--- config.mk ---
export PLATFORM = sky130hd
export DESIGN_NAME = stream_find_replace
export DESIGN_NICKNAME = d
export VERILOG_FILES = /design/src/hw/rtl/sfr_pkg.sv /design/src/hw/rtl/sfr_step.sv /design/src/hw/rtl/sfr_emit.sv /design/src/hw/rtl/stream_find_replace.sv
export SDC_FILE = /design/constraint.sdc
export NUM_CORES = 1
export LEC_CHECK = 0
export BUFFER_PORTS_ARGS = -buffer_cell sky130_fd_sc_hd__buf_2
export CORE_ASPECT_RATIO = 1.75
export CORE_MARGIN = 2
export CORE_UTILIZATION = 55
export DETAILED_ROUTE_END_ITERATION = 6
export MAX_ROUTING_LAYER = met4
export PLACE_DENSITY_LB_ADDON = 0.05
export SYNTH_ARGS = -nofsm -noshare
export SYNTH_HDL_FRONTEND = slang
export SYNTH_SLANG_ARGS = --single-unit
--- constraint.sdc ---
create_clock -name clk -period 14.2 [get_ports clk]
set_input_delay 1.42 -clock clk [delete_from_list [all_inputs] [get_ports clk]]
set_output_delay 1.42 -clock clk [all_outputs]
set_load 0.02 [all_outputs]
--- src/hw/rtl/sfr_pkg.sv ---
// ----------------------------------------------------------------------------
// Stream find-and-replace package
// Shared constants, register indexes and types for the find-and-replace block.
// ----------------------------------------------------------------------------
package sfr_pkg;

  localparam int PATTERN_MAX     = 8;
  localparam int REPLACEMENT_MAX = 16;

  localparam int BYTE_W     = 8;
  localparam int PAT_LEN_W  = 4;
  localparam int REP_LEN_W  = 5;
  localparam int HELD_W     = 4;
  localparam int PAT_IDX_W  = 3;
  localparam int REP_IDX_W  = 4;
  localparam int CFG_DATA_W = 64;
  localparam int CFG_IDX_W  = 3;

  localparam logic [CFG_IDX_W-1:0] REG_PATTERN_BYTES      = 3'd0;
  localparam logic [CFG_IDX_W-1:0] REG_PATTERN_LENGTH     = 3'd1;
  localparam logic [CFG_IDX_W-1:0] REG_REPLACEMENT_LOW    = 3'd2;
  localparam logic [CFG_IDX_W-1:0] REG_REPLACEMENT_HIGH   = 3'd3;
  localparam logic [CFG_IDX_W-1:0] REG_REPLACEMENT_LENGTH = 3'd4;

  typedef enum logic [0:0] {
    SRC_HELD        = 1'b0,
    SRC_REPLACEMENT = 1'b1
  } src_t;

  typedef struct packed {
    logic [PATTERN_MAX*BYTE_W-1:0]     pattern_bytes;
    logic [PAT_LEN_W-1:0]              pattern_length;
    logic [REPLACEMENT_MAX*BYTE_W-1:0] replacement;
    logic [REP_LEN_W-1:0]              replacement_length;
  } cfg_t;

  typedef struct packed {
    src_t                 src;
    logic [REP_LEN_W-1:0] cnt;
    logic [PAT_IDX_W-1:0] held;
    logic [BYTE_W-1:0]    text_byte;
    logic                 text_end;
  } desc_t;

endpackage

--- src/hw/rtl/sfr_step.sv ---
// ----------------------------------------------------------------------------
// Find-and-replace step logic
// Works out, for one text item, which bytes it releases and the new held count.
// ----------------------------------------------------------------------------
module sfr_step (
  input  sfr_pkg::cfg_t                    cfg,
  input  logic [sfr_pkg::BYTE_W-1:0]       text_byte,
  input  logic                             byte_present,
  input  logic                             text_end,
  input  logic [sfr_pkg::HELD_W-1:0]       held_count,
  output sfr_pkg::desc_t                   desc,
  output logic [sfr_pkg::HELD_W-1:0]       held_nxt
);

  logic [sfr_pkg::PAT_LEN_W-1:0] plen;
  logic [sfr_pkg::REP_LEN_W-1:0] rlen;
  logic [sfr_pkg::PAT_IDX_W-1:0] k;
  logic [sfr_pkg::HELD_W-1:0]    kp;
  logic [sfr_pkg::BYTE_W-1:0]    pat_k;
  logic [sfr_pkg::PATTERN_MAX-1:0] shift_ok;
  logic [sfr_pkg::HELD_W-1:0]    shift;
  logic [sfr_pkg::BYTE_W-1:0]    buf_byte;

  always_comb begin
    plen = (cfg.pattern_length > sfr_pkg::PAT_LEN_W'(sfr_pkg::PATTERN_MAX)) ?
           sfr_pkg::PAT_LEN_W'(sfr_pkg::PATTERN_MAX) : cfg.pattern_length;
    rlen = (cfg.replacement_length > sfr_pkg::REP_LEN_W'(sfr_pkg::REPLACEMENT_MAX)) ?
           sfr_pkg::REP_LEN_W'(sfr_pkg::REPLACEMENT_MAX) : cfg.replacement_length;
    k = ((plen == '0) || (held_count >= plen)) ? '0 : held_count[sfr_pkg::PAT_IDX_W-1:0];
    kp = {1'b0, k} + sfr_pkg::HELD_W'(1);
    pat_k = cfg.pattern_bytes[{k, 3'b000} +: sfr_pkg::BYTE_W];
  end

  // A shift is usable when the bytes it leaves behind form a pattern prefix.
  always_comb begin
    buf_byte = '0;
    for (int s = 1; s <= sfr_pkg::PATTERN_MAX; s++) begin
      shift_ok[s-1] = (s <= int'(k) + 1);
      for (int i = 0; i < sfr_pkg::PATTERN_MAX - s; i++) begin
        if (s + i <= int'(k)) begin
          buf_byte = (s + i < int'(k)) ?
                     cfg.pattern_bytes[(s + i) * sfr_pkg::BYTE_W +: sfr_pkg::BYTE_W] :
                     text_byte;
          if (buf_byte != cfg.pattern_bytes[i * sfr_pkg::BYTE_W +: sfr_pkg::BYTE_W]) begin
            shift_ok[s-1] = 1'b0;
          end
        end
      end
    end
  end

  always_comb begin
    shift = sfr_pkg::HELD_W'(sfr_pkg::PATTERN_MAX);
    for (int s = sfr_pkg::PATTERN_MAX; s >= 1; s--) begin
      if (shift_ok[s-1]) begin
        shift = sfr_pkg::HELD_W'(s);
      end
    end
  end

  always_comb begin
    desc.src       = sfr_pkg::SRC_HELD;
    desc.cnt       = '0;
    desc.held      = k;
    desc.text_byte = text_byte;
    desc.text_end  = text_end;
    held_nxt       = {1'b0, k};
    if (byte_present) begin
      if (plen == '0) begin
        desc.held = '0;
        desc.cnt  = sfr_pkg::REP_LEN_W'(1);
        held_nxt  = '0;
      end else if (pat_k == text_byte) begin
        if (kp == plen) begin
          desc.src = sfr_pkg::SRC_REPLACEMENT;
          desc.cnt = rlen;
          held_nxt = '0;
        end else if (text_end) begin
          desc.cnt = {1'b0, kp};
          held_nxt = '0;
        end else begin
          held_nxt = kp;
        end
      end else if (text_end) begin
        desc.cnt = {1'b0, kp};
        held_nxt = '0;
      end else begin
        desc.cnt = {1'b0, shift};
        held_nxt = kp - shift;
      end
    end else if (text_end) begin
      desc.cnt = {2'b00, k};
      held_nxt = '0;
    end
  end

endmodule

--- src/hw/rtl/sfr_emit.sv ---
// ----------------------------------------------------------------------------
// Find-and-replace result emitter
// Holds one released run and sends its bytes one result transaction per cycle while out_stall is low.
// ----------------------------------------------------------------------------
module sfr_emit (
  input  logic                         clk,
  input  logic                         rst_n,
  input  sfr_pkg::cfg_t                cfg,
  input  logic                         load,
  input  sfr_pkg::desc_t               desc,
  output logic                         free,
  output logic                         out_valid,
  input  logic                         out_stall,
  output logic [sfr_pkg::BYTE_W-1:0]   out_byte,
  output logic                         out_present,
  output logic                         out_run_last,
  output logic                         out_text_end
);

  logic                             valid_r;
  logic                             valid_nxt;
  sfr_pkg::desc_t                   desc_r;
  sfr_pkg::desc_t                   desc_nxt;
  logic [sfr_pkg::REP_IDX_W-1:0]    idx_r;
  logic [sfr_pkg::REP_IDX_W-1:0]    idx_nxt;
  logic                             last;

  always_comb begin
    last = (desc_r.cnt == '0) || ({1'b0, idx_r} == desc_r.cnt - sfr_pkg::REP_LEN_W'(1));
    free = !valid_r || (!out_stall && last);
    valid_nxt = valid_r;
    desc_nxt  = desc_r;
    idx_nxt   = idx_r;
    if (load) begin
      valid_nxt = 1'b1;
      desc_nxt  = desc;
      idx_nxt   = '0;
    end else if (valid_r && !out_stall) begin
      if (last) begin
        valid_nxt = 1'b0;
      end else begin
        idx_nxt = idx_r + sfr_pkg::REP_IDX_W'(1);
      end
    end
  end

  always_ff @(posedge clk) begin
    if (!rst_n) begin
      valid_r <= 1'b0;
    end else begin
      valid_r <= valid_nxt;
    end
    desc_r <= desc_nxt;
    idx_r  <= idx_nxt;
  end

  always_comb begin
    out_valid    = valid_r;
    out_present  = (desc_r.cnt != '0);
    out_run_last = last;
    out_text_end = last && desc_r.text_end;
    out_byte     = '0;
    if (desc_r.cnt != '0) begin
      case (desc_r.src)
        sfr_pkg::SRC_REPLACEMENT: begin
          out_byte = cfg.replacement[{idx_r, 3'b000} +: sfr_pkg::BYTE_W];
        end
        sfr_pkg::SRC_HELD: begin
          out_byte = (idx_r < {1'b0, desc_r.held}) ?
                     cfg.pattern_bytes[{idx_r[sfr_pkg::PAT_IDX_W-1:0], 3'b000}
                                       +: sfr_pkg::BYTE_W] :
                     desc_r.text_byte;
        end
        default: begin
          out_byte = '0;
        end
      endcase
    end
  end

endmodule

--- src/hw/rtl/stream_find_replace.sv ---
// ----------------------------------------------------------------------------
// Stream find-and-replace
// Rewrites a byte stream, replacing every leftmost non-overlapping occurrence
// of a configured pattern with a configured replacement string.
// ----------------------------------------------------------------------------
//   Channel   Direction  Handshake            Carries
//   in_       input      in_valid/in_stall    text byte, byte present, text end
//   out_      output     out_valid/out_stall  byte, present, run last, text end
//   cfg_      input      cfg_we               register index and write data
//
// An accepted transaction lands in an input register and is resolved from there
// into the emitter's register, which offers its first result. The emitter
// sends one result per cycle while out_stall is low; an item that releases
// nothing and does not end the text gives no result. Reset clears the held
// count, the configuration and both valid flags.
// A stalled output keeps its payload and backs up into in_stall.
// ----------------------------------------------------------------------------
module stream_find_replace (
  input  logic                            clk,
  input  logic                            rst_n,
  input  logic                            in_valid,
  output logic                            in_stall,
  input  logic [sfr_pkg::BYTE_W-1:0]      in_text_byte,
  input  logic                            in_byte_present,
  input  logic                            in_text_end,
  output logic                            out_valid,
  input  logic                            out_stall,
  output logic [sfr_pkg::BYTE_W-1:0]      out_byte,
  output logic                            out_present,
  output logic                            out_run_last,
  output logic                            out_text_end,
  input  logic                            cfg_we,
  input  logic [sfr_pkg::CFG_IDX_W-1:0]   cfg_index,
  input  logic [sfr_pkg::CFG_DATA_W-1:0]  cfg_data
);

  sfr_pkg::cfg_t                   cfg_r;
  logic                            in_valid_r;
  logic                            in_valid_nxt;
  logic [sfr_pkg::BYTE_W-1:0]      text_byte_r;
  logic                            byte_present_r;
  logic                            text_end_r;
  logic [sfr_pkg::HELD_W-1:0]      held_count_r;
  logic [sfr_pkg::HELD_W-1:0]      held_count_nxt;
  logic [sfr_pkg::HELD_W-1:0]      step_held;
  sfr_pkg::desc_t                  step_desc;
  logic                            silent;
  logic                            emit_free;
  logic                            advance;
  logic                            accept;
  logic                            pattern_write;

  always_ff @(posedge clk) begin
    if (!rst_n) begin
      cfg_r <= '0;
    end else if (cfg_we) begin
      case (cfg_index)
        sfr_pkg::REG_PATTERN_BYTES: begin
          cfg_r.pattern_bytes <= cfg_data;
        end
        sfr_pkg::REG_PATTERN_LENGTH: begin
          cfg_r.pattern_length <= cfg_data[sfr_pkg::PAT_LEN_W-1:0];
        end
        sfr_pkg::REG_REPLACEMENT_LOW: begin
          cfg_r.replacement[sfr_pkg::CFG_DATA_W-1:0] <= cfg_data;
        end
        sfr_pkg::REG_REPLACEMENT_HIGH: begin
          cfg_r.replacement[2*sfr_pkg::CFG_DATA_W-1:sfr_pkg::CFG_DATA_W] <= cfg_data;
        end
        sfr_pkg::REG_REPLACEMENT_LENGTH: begin
          cfg_r.replacement_length <= cfg_data[sfr_pkg::REP_LEN_W-1:0];
        end
        default: begin
        end
      endcase
    end
  end

  sfr_step u_step (
    .cfg          (cfg_r),
    .text_byte    (text_byte_r),
    .byte_present (byte_present_r),
    .text_end     (text_end_r),
    .held_count   (held_count_r),
    .desc         (step_desc),
    .held_nxt     (step_held)
  );

  always_comb begin
    silent        = (step_desc.cnt == '0) && !step_desc.text_end;
    advance       = in_valid_r && (silent || emit_free);
    in_stall      = in_valid_r && !advance;
    accept        = in_valid && !in_stall;
    pattern_write = cfg_we && ((cfg_index == sfr_pkg::REG_PATTERN_BYTES) ||
                               (cfg_index == sfr_pkg::REG_PATTERN_LENGTH));
    in_valid_nxt  = accept ? 1'b1 : (advance ? 1'b0 : in_valid_r);
    held_count_nxt = held_count_r;
    if (pattern_write) begin
      held_count_nxt = '0;
    end else if (advance) begin
      held_count_nxt = step_held;
    end
  end

  always_ff @(posedge clk) begin
    if (!rst_n) begin
      in_valid_r   <= 1'b0;
      held_count_r <= '0;
    end else begin
      in_valid_r   <= in_valid_nxt;
      held_count_r <= held_count_nxt;
    end
    if (accept) begin
      text_byte_r    <= in_text_byte;
      byte_present_r <= in_byte_present;
      text_end_r     <= in_text_end;
    end
  end

  sfr_emit u_emit (
    .clk          (clk),
    .rst_n        (rst_n),
    .cfg          (cfg_r),
    .load         (advance && !silent),
    .desc         (step_desc),
    .free         (emit_free),
    .out_valid    (out_valid),
    .out_stall    (out_stall),
    .out_byte     (out_byte),
    .out_present  (out_present),
    .out_run_last (out_run_last),
    .out_text_end (out_text_end)
  );

  a_end_clears_held: assert property (@(posedge clk) disable iff (!rst_n)
    (advance && text_end_r) |=> (held_count_r == '0))
    else $error("held count not cleared after end of text");

  a_pattern_write_clears: assert property (@(posedge clk) disable iff (!rst_n)
    pattern_write |=> (held_count_r == '0))
    else $error("pattern write did not clear held count");

  a_empty_is_closing: assert property (@(posedge clk) disable iff (!rst_n)
    (out_valid && !out_present) |-> (out_text_end && out_run_last))
    else $error("empty result that is not a closing result");

  a_text_end_is_last: assert property (@(posedge clk) disable iff (!rst_n)
    (out_valid && out_text_end) |-> out_run_last)
    else $error("end of text flagged before the last result of its run");

endmodule
Yosys cells after proc, flatten, opt, wreduce, memory -nomap -nowiden
Cells that the tools add are included.
{ "op_classes": {"n_shift": 3, "reduce_logical": 37, "add_sub_neg": 5, "muxes": 97, "div": 0, "bitwise_logic": 5, "eq_ne": 35, "n_mul": 0, "n_lt_le_gt_ge": 24} }
{ "op_table": {"columns": ["operator", "count"], "rows": [
  ["$ne A8 B8 Y1", 28],
  ["$le A4 B32 Y1 const A", 4],
  ["$shiftx A128 B8 Y8", 1],
  ["$shiftx A64 B7 Y8", 2],
  ["$le A3 B32 Y1 const A", 2],
  ["$mux W4", 16],
  ["$mux W8", 8],
  ["$mux W1", 62],
  ["$le A2 B32 Y1 const A", 1],
  ["$mux W5", 5],
  ["$pmux W8 S2", 1],
  ["$mux W3", 5],
  ["$reduce_and A2 Y1", 7],
  ["$le A3 B3 Y1 const A", 4],
  ["$logic_not A5 Y1", 2],
  ["$logic_and A1 B1 Y1", 9],
  ["$lt A3 B3 Y1 const A", 3],
  ["$add A3 B1 Y4 const B", 2],
  ["$eq A8 B8 Y1", 1],
  ["$eq A3 B2 Y1 const B", 2],
  ["$le A2 B3 Y1 const A", 2],
  ["$logic_not A1 Y1", 6],
  ["$lt A2 B3 Y1 const A", 2],
  ["$reduce_bool A2 Y1", 3],
  ["20 further kinds", 28]
]} }
{ "totals": {"memories": 0, "rom_bits": 0, "register_bits": 239, "wordCells": 223, "latchBits": 0, "output_inout_bits": 13, "ramBits": 0} }

Longest topological paths before layout
{ "depth": {"word_depth": 36, "mapped_depth": 26, "depth_no_buf": 25} }

Modules after synthesis
Synthesis repeated with hierarchy kept, for this count alone.
{ "hier_totals": {"cells_unflattened": 1914, "area_unflattened_um2": 16505.8} }
{ "by_module_without_submodules": {"columns": ["module", "area_per_inst_um2", "cells_each", "n_inst"], "rows": [
  ["stream_find_replace", 8115.3, 909, 1],
  ["sfr_step", 5552.8, 815, 1],
  ["sfr_emit", 2837.7, 190, 1]
]} }

Worst setup path after synthesis
OpenSTA, ideal clock, no wires.
{ "synth_path": {"kind": "register -> output", "start": "register held_count_r[0] (netlist name)", "end": "output in_stall", "n_path_buf": 3, "path_stages_with_launch": 19, "arrival_time_ns": 4.335, "setup_slack_ns": 8.445, "cell_sequence": "dfxtp_1 > buf_2 > clkinv_1 > ha_1 > nor3b_1 > o21a_1 > and3_1 > clkbuf_1 > ha_1 > ha_1 > buf_1 > or4_1 > nand4_1 > nor3_1 > o221ai_1 > nand3_1 > o31ai_1 > o41ai_2 > nor2_1"} }
{ "synth_via": {"elab_chain_len": 31, "word_cells_on_any_way": 131, "cone_classes": "add/sub (2); order compare (21); eq/ne (23); shift (1); mux (77); reduce/logical (7)"} }
{ "synth_rtl": {"columns": ["item", "line_no", "source"], "rows": [
  ["start: declaration", "stream_find_replace.sv:43", "logic [sfr_pkg::HELD_W-1:0] held_count_r;"],
  ["start signal: assignment", "stream_find_replace.sv:111", "held_count_r <= held_count_nxt;"],
  ["$ge A4 B4 Y1", "sfr_step.sv:29", "k = ((plen == '0) || (held_count >= plen)) ? '0 : held_count[sfr_pkg::PAT_IDX_W-1:0];"],
  ["$logic_or A1 B1 Y1", "sfr_step.sv:29", null],
  ["$mux W3 (*)", "sfr_step.sv:29", null],
  ["branches (longest 21 deep; another with $le A2 B32 Y1)", null, null],
  ["$mux W5 (*)", "sfr_step.sv:68", "if (byte_present) begin"],
  ["$logic_not A5 Y1 (*)", "stream_find_replace.sv:90", "silent = (step_desc.cnt == '0) && !step_desc.text_end;"],
  ["$logic_and A1 B1 Y1 (*)", "stream_find_replace.sv:90", null],
  ["$logic_or A1 B1 Y1 (*)", "stream_find_replace.sv:91", "advance = in_valid_r && (silent || emit_free);"],
  ["$logic_and A1 B1 Y1 (*)", "stream_find_replace.sv:91", null],
  ["$logic_not A1 Y1 (*)", "stream_find_replace.sv:92", "in_stall = in_valid_r && !advance;"],
  ["$logic_and A1 B1 Y1 (*)", "stream_find_replace.sv:92", null],
  ["end: declaration", "stream_find_replace.sv:22", "output logic in_stall,"]
]} }
Mark *: on every way between the ends.

==> metrics <==
status=finished, final reports clean; Crit Reg-Reg Startpoint=held_count_r[0]; area of the multi-input gates=9920 µm²; critical path endpoint=in_stall; die height=roughly 230 µm; root buffer cell=clkbuf_16; # port buffers=94; crit end category=output pin; EDFF count, synth=28; Ys Warns=0; kind of critical path=register to output pin; Clock transition at path regs=approximately 0.09 ns; Placer Congestion=1.12; Post-CTS Setup Inserts=0; Mean Syn Cell Area=8.38 µm²; initial DRC count=approximately 1300; Finished Layout Cells=about 2300; Clock Skew=about 0.026 ns; Mapped Area=roughly 16000 µm²; clk_lat worst skew=between 0.5 and 0.6 ns; share of layout cells above drive strength 1=between 10% and 20%; commonest register cell after synthesis=dfxtp_1; WL final=approximately 63000 µm; CP Launch Type=register; Post-synth ARST share=0%; largest net degree at the start of global routing=~100; number of routed nets with antenna violations=0; Layout Utilization=60.3%; Sequential Area=slightly above 5000 µm²; post-DP HPWL=between 40000 and 50000 µm; clock buffer count from CTS=22; Layout Nets=approximately 2000; CP arrival=a little over 7 ns; TritonRoute pass-1 iters=6; Critical Path Start=held_count_r[0]; die area=about 30000 µm²; # fillers=about 2600; Finished Cell Area=around 17000 µm²; worst r2r dst=text_byte_r[4]; vias in the first global route=14800; area delta synth->final=8.63%; starting density of the core=~56%; Synth Register Bits=between 200 and 250; number of standard cells after synthesis=1890; RSZ-0062 raised after global routing=false; Worst Path Required=12.78 ns; CTS resizes=0; Post-Syn Nets=between 1500 and 2000; worst slew pin tran=1.32 ns; Sinks on Clock Net=239; initial antenna violation count=1; die width=132 µm; Avg Vias per Cell=between 6 and 7; Slew Limit Fails=0; row count=82; IO Pins=95; reg2reg path depth=17; DR DRC count=0; final worst path period need=8.47 ns; Cell variety after synth=between 80 and 90; CTS max path bufs=3; global-route wire length before repair=93400 µm; Worst Path Max Fanout=46; dominant cell type by area after synthesis=dfxtp_1; Yosys top cell area share=about a quarter; GRT Residual Overflow=0; maximum clock frequency=about 120 MHz; setup TNS=0 ns; DR vias=about 15000; GRT Total Usage=between 40% and 50%; flop2flop setup slack=between 6 and 7 ns; register area share after synthesis=32.0%; CTS H-tree depth=1; Hold Buf Count CTS=0; wire length per cell=between 20 and 30 µm; Hold Path Class=register to register; VDD IR-drop max=~0.15 mV; Final period util=59.6%; largest cells by area after synthesis=dfxtp_1 (27%), nand2_1 (10%), a21boi_0 (9.3%), mux4_2 (8.1%), xnor2_1 (6.5%); Final setup viols=0; Hold Violations, Final=0; CTS tree=yes; area of the core=around 29000 µm²; post-place instance area=approximately 16000 µm²; relative max-transition margin=11.1%; max_cap viols=0; PD cells=roughly 95 nW/µm²; placed insts=between 2000 and 2500; LEAKAGE=a little over 0.006 µW; total power=1630 µW
==> worst max-delay path, stage by stage (launching register included) <==
cell	delay (ns)
dfxtp_1	0.32
buf_4	0.45
clkinv_1	0.53
ha_1	0.44
nor3b_1	0.42
o21a_1	0.19
buf_4	0.26
nand3_2	0.31
inv_2	0.31
ha_1	0.20
ha_1	0.34
xnor2_1	0.18
a211oi_1	0.99
o21ai_0	0.31
o211ai_1	0.27
o211ai_2	0.18
o41ai_2	0.54
nor2_1	0.08
buf_2	0.18
==> worst min-delay path by stage <==
stage                         startpoint               end  slack [ns]  cells past startpoint
after floorplan           text_byte_r[1]  u_emit.desc_r[2]        0.42                      0
after global routing           cfg_r[23]         cfg_r[23]        0.48                      2
after detailed placement       cfg_r[88]         cfg_r[88]        0.45                      2
after global placement         cfg_r[32]         cfg_r[32]        0.45                      2
final                         cfg_r[117]        cfg_r[117]        0.46                      2
after CTS                      cfg_r[97]         cfg_r[97]        0.46                      2
==> report_power, final <==
part / switching, µW / internal [µW]
combinational: 164 / 109
clock: 272 / 354
sequential: 31.1 / 703
total: 467 / 1170
==> cell usage after synthesis, types with 5 or more instances <==
library cell,n
a2111oi_0,11
a211oi_1,22
a21boi_0,196
a21o_1,9
a21oi_1,46
a31oi_1,7
and2_1,8
and3_1,8
buf_1,23
buf_2,12
clkbuf_1,141
dfxtp_1,211
edfxtp_1,28
ha_1,14
inv_1,40
mux2_2,7
mux2i_1,38
mux4_2,57
nand2_1,424
nand2b_1,7
nand3_1,40
nand4_1,34
nor2_1,57
nor2b_1,19
nor3_1,29
nor3b_1,6
nor4_1,24
o2111ai_1,6
o211ai_1,12
o21a_1,9
o21ai_0,20
o221ai_1,6
o22ai_1,16
o31ai_1,5
xnor2_1,117
xor2_1,90
==> flip-flops by register name, indices dropped and copies added (netlist names) <==
register and count:
u_emit.idx_r 4, text_byte_r 8, byte_present_r 1, u_emit.out_valid 1, text_end_r 1, held_count_r 4
u_emit.desc_r 18, in_valid_r 1, cfg_r 201
==> cell families (layout without fill, tap and decap cells) <==
kind of cell | Yosys count | in the layout | share of synthesized area [%]
and+or+nand+nor | 679 | 679 | 18.9
AOI/OAI and AO/OA | 424 | 424 | 19.8
DFF | 239 | 239 | 32.0
buffers and inverters | 224 | 225 | 5.59
xor gates and xnor gates | 207 | 207 | 11.4
muxes | 102 | 102 | 11.0
adders and majority gates | 15 | 15 | 1.23
other | 0 | 1 | 0
==> layer usage <==
metal	part of all wire, %	global-route usage, %	vias up
li1	-	-	6587
met1	34	45.3	7105
met2	47	67.3	874
met3	7.6	6.83	382
met4	12	38.8	0
met5	0	-	-
==> per-stage QoR <==
stage               setup WS (ns)  hold WS, ns
detailed placement           6.49        0.454
floorplan                    8.45        0.424
finish                       5.73        0.464
CTS                          5.92        0.465
global placement             6.62        0.446
global route                 5.22        0.485
==> placed cells by master (no fill, tap or decap), types with 23 or more instances in the layout <==
master / Yosys / final
inv_1: 40 / 40
buf_2: 12 / 93
nor3_1: 29 / 28
nor4_1: 24 / 23
edfxtp_1: 28 / 28
mux2i_1: 38 / 38
a21oi_1: 46 / 46
a21boi_0: 196 / 196
buf_4: 3 / 49
nor2_1: 57 / 56
xor2_1: 90 / 90
mux4_2: 57 / 57
xnor2_1: 117 / 117
nand4_1: 34 / 34
dfxtp_1: 211 / 209
nand2_1: 424 / 423
nand3_1: 40 / 39
==> area by class of cell <==
type                    instances  area share, %
diodes                          1         0.0145
clock buffers                  29           3.47
clock inverters                11          0.865
inverters                      43          0.938
multi-input cells            1427           57.7
flip-flops and latches        239           29.5
well taps                     378           2.75
repair buffers                142           4.84
Note: power is estimated with default switching activity, not from simulation.
